[config.mk]
export PLATFORM = sky130hd
export DESIGN_NAME = positional_array_list_core
export DESIGN_NICKNAME = d
export VERILOG_FILES = /design/src/rtl/pal_pkg.sv /design/src/rtl/pal_ctrl.sv /design/src/rtl/pal_datapath.sv /design/src/rtl/positional_array_list_core.sv
export VERILOG_INCLUDE_DIRS = /design/src /design/src/rtl
export SDC_FILE = /design/constraint.sdc
export NUM_CORES = 1
export LEC_CHECK = 0
export BUFFER_PORTS_ARGS = -buffer_cell sky130_fd_sc_hd__buf_2
export CAP_MARGIN = 20
export CORE_AREA = 4 4 243 269
export DETAILED_ROUTE_END_ITERATION = 8
export DIE_AREA = 0 0 247 273
export PLACE_DENSITY = 0.69
export SLEW_MARGIN = 0
export SYNTH_ARGS = -nofsm -noshare
export SYNTH_HDL_FRONTEND = slang
export SYNTH_SLANG_ARGS = --single-unit
export TNS_END_PERCENT = 30
[constraint.sdc]
create_clock -name clk -period 7 [get_ports clk]
set_clock_uncertainty 0.2 [all_clocks]
set_input_delay 1.05 -clock clk [delete_from_list [all_inputs] [get_ports clk]]
set_output_delay 1.05 -clock clk [all_outputs]
set_load 0.05 [all_outputs]
[src/rtl/positional_array_list_core_assert.svh]
// Assertion macros used by the positional array list datapath
`ifndef POSITIONAL_ARRAY_LIST_CORE_ASSERT_SVH
`define POSITIONAL_ARRAY_LIST_CORE_ASSERT_SVH

// Consequent must hold in the same cycle as the antecedent
`define PAL_ASSERT_SAME(label, clk, rst_n, ante, cons) \
    label: assert property (@(posedge clk) disable iff (!rst_n) (ante) |-> (cons)) \
        else $error("pal assertion failed");

// Consequent must hold in the cycle after the antecedent
`define PAL_ASSERT_NEXT(label, clk, rst_n, ante, cons) \
    label: assert property (@(posedge clk) disable iff (!rst_n) (ante) |=> (cons)) \
        else $error("pal assertion failed");

`endif

[src/rtl/pal_pkg.sv]
// Shared constants, codes and interface types of the positional array list
`default_nettype none

package pal_pkg;

    localparam int CAPACITY   = 16;
    localparam int DATA_WIDTH = 32;
    localparam int POS_W      = 8;
    localparam int CNT_W      = 5;
    localparam int IDX_W      = $clog2(CAPACITY);

    typedef enum logic [1:0] {
        ST_OK     = 2'd0,
        ST_BELOW  = 2'd1,
        ST_BEYOND = 2'd2,
        ST_FULL   = 2'd3
    } status_t;

    typedef enum logic {
        MODE_INSERT = 1'b0,
        MODE_REMOVE = 1'b1
    } mode_t;

    typedef struct packed {
        logic load;
        logic exec;
    } pal_cmd_t;

    typedef struct packed {
        logic done;
    } pal_stat_t;

endpackage

`default_nettype wire

[src/rtl/pal_ctrl.sv]
// Controller state machine of the positional array list
`default_nettype none

module pal_ctrl
    import pal_pkg::*;
(
    input  wire logic      clk,
    input  wire logic      rst_n,
    input  wire logic      start,
    input  wire pal_stat_t stat,
    output pal_cmd_t       cmd,
    output logic           busy
);

    typedef enum logic [1:0] {
        S_IDLE = 2'b01,
        S_EXEC = 2'b10
    } state_t;

    state_t state_reg;
    state_t state_next;

    always_comb
    begin
        state_next = state_reg;
        cmd.load   = 1'b0;
        cmd.exec   = 1'b0;
        unique case (state_reg)
            S_IDLE:
            begin
                if (start && !stat.done)
                begin
                    cmd.load   = 1'b1;
                    state_next = S_EXEC;
                end
            end
            S_EXEC:
            begin
                cmd.exec   = 1'b1;
                state_next = S_IDLE;
            end
            default:
            begin
                state_next = S_IDLE;
            end
        endcase
    end

    always_ff @(posedge clk or negedge rst_n)
    begin
        if (!rst_n)
        begin
            state_reg <= S_IDLE;
        end
        else
        begin
            state_reg <= state_next;
        end
    end

    assign busy = (state_reg != S_IDLE) || stat.done;

endmodule

`default_nettype wire

[src/rtl/pal_datapath.sv]
// Datapath of the positional array list: entry cells, checks and result registers
`default_nettype none
`include "positional_array_list_core_assert.svh"

module pal_datapath
    import pal_pkg::*;
(
    input  wire logic                  clk,
    input  wire logic                  rst_n,
    input  wire pal_cmd_t              cmd,
    input  wire logic                  mode,
    input  wire logic [POS_W-1:0]      position,
    input  wire logic [DATA_WIDTH-1:0] value,
    output pal_stat_t                  stat,
    output logic [1:0]                 status,
    output logic [DATA_WIDTH-1:0]      removed_value,
    output logic [CNT_W-1:0]           count
);

    logic                  mode_reg;
    logic [POS_W-1:0]      pos_reg;
    logic [DATA_WIDTH-1:0] value_reg;

    logic [DATA_WIDTH-1:0] entries_reg  [CAPACITY];
    logic [DATA_WIDTH-1:0] entries_next [CAPACITY];
    logic [DATA_WIDTH-1:0] up_src       [CAPACITY];
    logic [DATA_WIDTH-1:0] dn_src       [CAPACITY];

    logic [CNT_W-1:0]      count_reg;
    logic [CNT_W-1:0]      count_next;
    status_t               status_reg;
    status_t               status_next;
    logic [DATA_WIDTH-1:0] removed_reg;
    logic [DATA_WIDTH-1:0] removed_next;
    logic                  done_reg;

    logic [POS_W:0]        pos_ext;
    logic [POS_W:0]        cnt_ext;
    logic [POS_W-1:0]      pos_m1;
    logic                  op_ok;

    assign pos_ext = {1'b0, pos_reg};
    assign cnt_ext = (POS_W+1)'(count_reg);
    assign pos_m1  = pos_reg - POS_W'(1);

    always_comb
    begin
        up_src[0]          = entries_reg[0];
        dn_src[CAPACITY-1] = entries_reg[CAPACITY-1];
        for (int j = 1; j < CAPACITY; j++)
        begin
            up_src[j]   = entries_reg[j-1];
            dn_src[j-1] = entries_reg[j];
        end
    end

    always_comb
    begin
        status_next = ST_OK;
        if (pos_reg == '0)
        begin
            status_next = ST_BELOW;
        end
        else if (mode_reg == MODE_INSERT)
        begin
            if (pos_ext > cnt_ext + (POS_W+1)'(1))
            begin
                status_next = ST_BEYOND;
            end
            else if (count_reg == CNT_W'(CAPACITY))
            begin
                status_next = ST_FULL;
            end
        end
        else
        begin
            if (pos_ext > cnt_ext)
            begin
                status_next = ST_BEYOND;
            end
        end
    end

    assign op_ok = (status_next == ST_OK);

    always_comb
    begin
        count_next   = count_reg;
        removed_next = '0;
        for (int j = 0; j < CAPACITY; j++)
        begin
            entries_next[j] = entries_reg[j];
        end
        if (op_ok)
        begin
            if (mode_reg == MODE_INSERT)
            begin
                count_next = count_reg + CNT_W'(1);
                for (int j = 0; j < CAPACITY; j++)
                begin
                    if (POS_W'(j) == pos_m1)
                    begin
                        entries_next[j] = value_reg;
                    end
                    else if (POS_W'(j) > pos_m1)
                    begin
                        entries_next[j] = up_src[j];
                    end
                end
            end
            else
            begin
                count_next   = count_reg - CNT_W'(1);
                removed_next = entries_reg[pos_m1[IDX_W-1:0]];
                for (int j = 0; j < CAPACITY; j++)
                begin
                    if (POS_W'(j) >= pos_m1)
                    begin
                        entries_next[j] = dn_src[j];
                    end
                end
            end
        end
    end

    always_ff @(posedge clk)
    begin
        if (cmd.load)
        begin
            mode_reg  <= mode;
            pos_reg   <= position;
            value_reg <= value;
        end
        if (cmd.exec)
        begin
            status_reg  <= status_next;
            removed_reg <= removed_next;
            if (op_ok)
            begin
                for (int j = 0; j < CAPACITY; j++)
                begin
                    entries_reg[j] <= entries_next[j];
                end
            end
        end
    end

    always_ff @(posedge clk or negedge rst_n)
    begin
        if (!rst_n)
        begin
            count_reg <= '0;
            done_reg  <= 1'b0;
        end
        else
        begin
            done_reg <= cmd.exec;
            if (cmd.exec)
            begin
                count_reg <= count_next;
            end
        end
    end

    assign stat.done     = done_reg;
    assign status        = status_reg;
    assign removed_value = removed_reg;
    assign count         = count_reg;

    `PAL_ASSERT_NEXT(a_exec_done, clk, rst_n, cmd.exec, done_reg)
    `PAL_ASSERT_SAME(a_count_cap, clk, rst_n, 1'b1, count_reg <= CNT_W'(CAPACITY))
    `PAL_ASSERT_NEXT(a_fail_keeps_count, clk, rst_n, cmd.exec && !op_ok,
        count_reg == $past(count_reg))
    `PAL_ASSERT_SAME(a_removed_zero, clk, rst_n,
        done_reg && (status_reg != ST_OK), removed_reg == '0)
    `PAL_ASSERT_SAME(a_no_overlap, clk, rst_n, cmd.exec, !cmd.load && !done_reg)

endmodule

`default_nettype wire

[src/rtl/positional_array_list_core.sv]
// Top level of the positional array list: controller and datapath
// A request accepted in idle is loaded into the input registers, then executed, and its result is registered with done.
// A new request is not taken until the last result has been shown; busy covers execute and result cycles.
// The entry cells shift up or down all at once in the execute state.
// Reset clears the entry count and control state; entry cells stay undefined.
// The result is shown for one cycle on done and cannot be held off.
`default_nettype none

module positional_array_list_core
    import pal_pkg::*;
(
    input  wire logic                  clk,
    input  wire logic                  rst_n,
    input  wire logic                  start,
    output logic                       busy,
    input  wire logic                  mode,
    input  wire logic [POS_W-1:0]      position,
    input  wire logic [DATA_WIDTH-1:0] value,
    output logic                       done,
    output logic [1:0]                 status,
    output logic [DATA_WIDTH-1:0]      removed_value,
    output logic [CNT_W-1:0]           count
);

    pal_cmd_t  cmd;
    pal_stat_t stat;

    pal_ctrl u_ctrl (
        .clk   (clk),
        .rst_n (rst_n),
        .start (start),
        .stat  (stat),
        .cmd   (cmd),
        .busy  (busy)
    );

    pal_datapath u_datapath (
        .clk           (clk),
        .rst_n         (rst_n),
        .cmd           (cmd),
        .mode          (mode),
        .position      (position),
        .value         (value),
        .stat          (stat),
        .status        (status),
        .removed_value (removed_value),
        .count         (count)
    );

    assign done = stat.done;

endmodule

`default_nettype wire
==> flow_metrics.tcl <==
set metrics [dict create \
    status "finished clean" \
    gp_congestion 0.8297 \
    synthFlopType "edfxtp_1" \
    tns_ps 0 \
    cp_data_arrival_time_ps 5000 \
    synth_edf_count 587 \
    reg2reg_to "u_datapath.entries_reg[13][12]$_DFFE_PP_" \
    cts_resized 0 \
    final_max_slew_viol_count 0 \
    power_density_nw_per_um2 243.3 \
    syn_area_per_cell_um2 12.56 \
    synthArstFlopShare 0.01345 \
    hpwl_mm 57.90 \
    worstReg2RegStart "u_datapath.pos_reg[1]$_DFFE_PP_" \
    viasPerCell 7.161 \
    final_common_cell "edfxtp_1" \
    cp_common_cell "buf_4" \
    ys_seq_area_frac 0.5400 \
    netlist_area_um2 33010 \
    largest_reg_flops 512 \
    endpoint_kind "flip-flop" \
    grt_setup_unrepaired "no" \
    syn_nets 2694 \
    clkTransAtPathRegs_ps 70 \
    max-vdd-ir-drop_mv 0.2206 \
    seq_power_share 0.469 \
    grt.busiest_layer "met2" \
    ys_seq_elements 595 \
    wl_per_cell_um 29.72 \
    cts_root_buf "clkbuf_16" \
    cts_buffers 61 \
    p_int_uw 6379 \
    syn_to_final_growth_pct 9.020 \
    antenna_left 0 \
    sw_frac_of_total 0.2715 \
    grtUsageMet3 0.07163 \
    setup_viol 0 \
    crit_slowest_cell "buf_4" \
    total_power_uw 8757 \
    dr.pass1.iters 6 \
    grt_max_degree 183 \
    portBuffers 84 \
    crit_buf_inv 4 \
    power.leakage_uw 0.01249 \
    cts_num_sinks 595 \
    final_core_util 0.5774 \
    r2r_slack_ps 2080 \
    dieArea_um2 67430 \
    ioPinCount 85 \
    combPwrFrac 0.162 \
    hold_viol_final 0 \
    worstPathCellList "inv_1 -> ha_4 -> buf_4 -> buf_4 -> nor3_1 -> nor2_4 -> buf_4" \
    synthDistinctLibCells 52 \
    layout_common_cells "587 x edfxtp_1, 451 x nand2_1, 245 x a2bb2oi_1, 193 x a31oi_1, 183 x mux2i_1" \
    drt-total-wl_mm 102.3 \
    p_switching_uw 2377 \
    yosys_warnings 0 \
    post_cts_buffers 0 \
    grtUsageMet1 0.4053 \
    critPathLaunchType "flip-flop" \
    antenna_found_initial 4 \
    nets 2626 \
    fin_crit_sh 0.7027 \
    synth_top_area_cell "edfxtp_1" \
    tritoncts "yes" \
    insertion_delay_ps 640 \
    synthDominantCellAreaShare 0.5339 \
    max_stage_delay_ps 860 \
    rows 96 \
    post_dp_cell_area_um2 34050 \
    use_met2 0.4609 \
    clock_path_buffers 3 \
    period_needed_ps 4919 \
    core_um2 62340 \
    synth_cells 2629 \
    crit_fanout 53 \
    cp_top_family "buffers and inverters" \
    worstMarginPinSlew_ps 1188 \
    h-tree-depth 2 \
    hold_buffers 0 \
    drc 0 \
    die_h_um 273 \
    globalRouteTotalUtil 0.2992 \
    ys_top_cells_by_area "edfxtp_1 53%, mux4_2 11%, a2bb2oi_1 6.5%" \
    grt_first_pass_wirelength_mm 153.7 \
    max_freq_mhz 203.3 \
    initial_core_util 0.5296 \
    worst-setup-path-type "flip-flop to flip-flop" \
    cp.depth 7 \
    fp.dieW_um 247 \
    grt_pass1_vias 24136 \
    holdCritPathClass "input pin to async pin" \
    relSlewSlack 0.2081 \
    cap_viol_max_count 0 \
    required_ps 7080 \
    p_clk_frac 0.369 \
    fin_area_um2 35990 \
    vias 24657 \
    overflow 0 \
    rr_worst_depth 7 \
    drt-initial-drc-count 3294 \
    drive_gt1_frac 0.1759 \
]
layer usage:
metal / wire length (um) / up-vias / share of wire
li1: - / 10201 / -
met1: 37910 / 12271 / 0.37
met2: 46640 / 1842 / 0.46
met3: 12450 / 341 / 0.12
met4: 5311 / 2 / 0.052
met5: 14 / - / 0.00014
synthesized netlist by cell type (2+ instances only):
master	number
a21o_1	7
a21oi_1	63
a221o_1	18
a2bb2oi_1	245
a31oi_1	193
and2_1	3
and3_1	12
buf_1	26
buf_2	36
buf_4	11
buf_6	9
clkbuf_1	199
dfrtp_1	7
edfxtp_1	587
ha_1	20
inv_1	12
mux2_1	32
mux2_2	24
mux2i_1	183
mux4_2	160
nand2_1	453
nand3_1	15
nand4_1	7
nor2_1	10
nor2b_1	40
nor3_1	13
nor3_4	4
nor3b_1	13
nor4_1	2
nor4bb_1	2
o211ai_1	7
o21ai_0	6
o21ai_1	181
xnor2_1	8
xor2_1	4
worst max-delay path by stage:
stage | start | end
floorplan | u_ctrl.state_reg[0]$_DFFE_PN1P_ | u_datapath.entries_reg[2][0]$_DFFE_PP_
global placement | u_datapath.pos_reg[1]$_DFFE_PP_ | u_datapath.entries_reg[13][20]$_DFFE_PP_
detailed placement | u_datapath.pos_reg[1]$_DFFE_PP_ | u_datapath.entries_reg[13][20]$_DFFE_PP_
CTS | u_datapath.pos_reg[1]$_DFFE_PP_ | u_datapath.entries_reg[13][12]$_DFFE_PP_
global route | u_datapath.pos_reg[1]$_DFFE_PP_ | u_datapath.entries_reg[13][10]$_DFFE_PP_
finish | u_datapath.pos_reg[1]$_DFFE_PP_ | u_datapath.entries_reg[13][12]$_DFFE_PP_
metrics by stage:
step | hold WS, ps | setup slack (ps) | instances
finish | 56.66 | 2081 | 3443
global route | 51.83 | 1912 | 3443
CTS | 37.55 | 2132 | 3441
detailed placement | 350.5 | 2149 | 3330
global placement | 332.1 | 2183 | 3330
floorplan | 280.1 | 662.7 | 2629
layout make-up:
type / count / area, um2
clock buffers: 78 / 1633
multi-input cells: 1740 / 14160
clock inverters: 33 / 280.3
diodes: 1 / 2.502
fillers: 4832 / 26350
repair buffers: 150 / 985.9
flip-flops and latches: 595 / 17830
inverters: 13 / 56.30
well taps: 833 / 1042
power groups by stage:
stage	Combinational, uW	Clock, uW	Sequential [uW]
2_1_floorplan	998	0	4170
3_5_place_dp	1400	0	4180
4_1_cts	1400	3250	4100
3_3_place_gp	1360	0	4180
6_report	1420	3230	4110
5_1_grt	1510	3390	4120
cell families after synthesis:
| logic type | synth area share |
|---|---|
| XOR/XNOR | 0.003183 |
| AND/OR/NAND/NOR | 0.07667 |
| multiplexers | 0.1837 |
| adder cells (fa/ha/maj) | 0.008186 |
| flip-flops | 0.5400 |
| AO/OA/AOI/OAI | 0.1501 |
| buffers and inverters | 0.03809 |
Note: power is estimated with default switching activity, not from simulation.
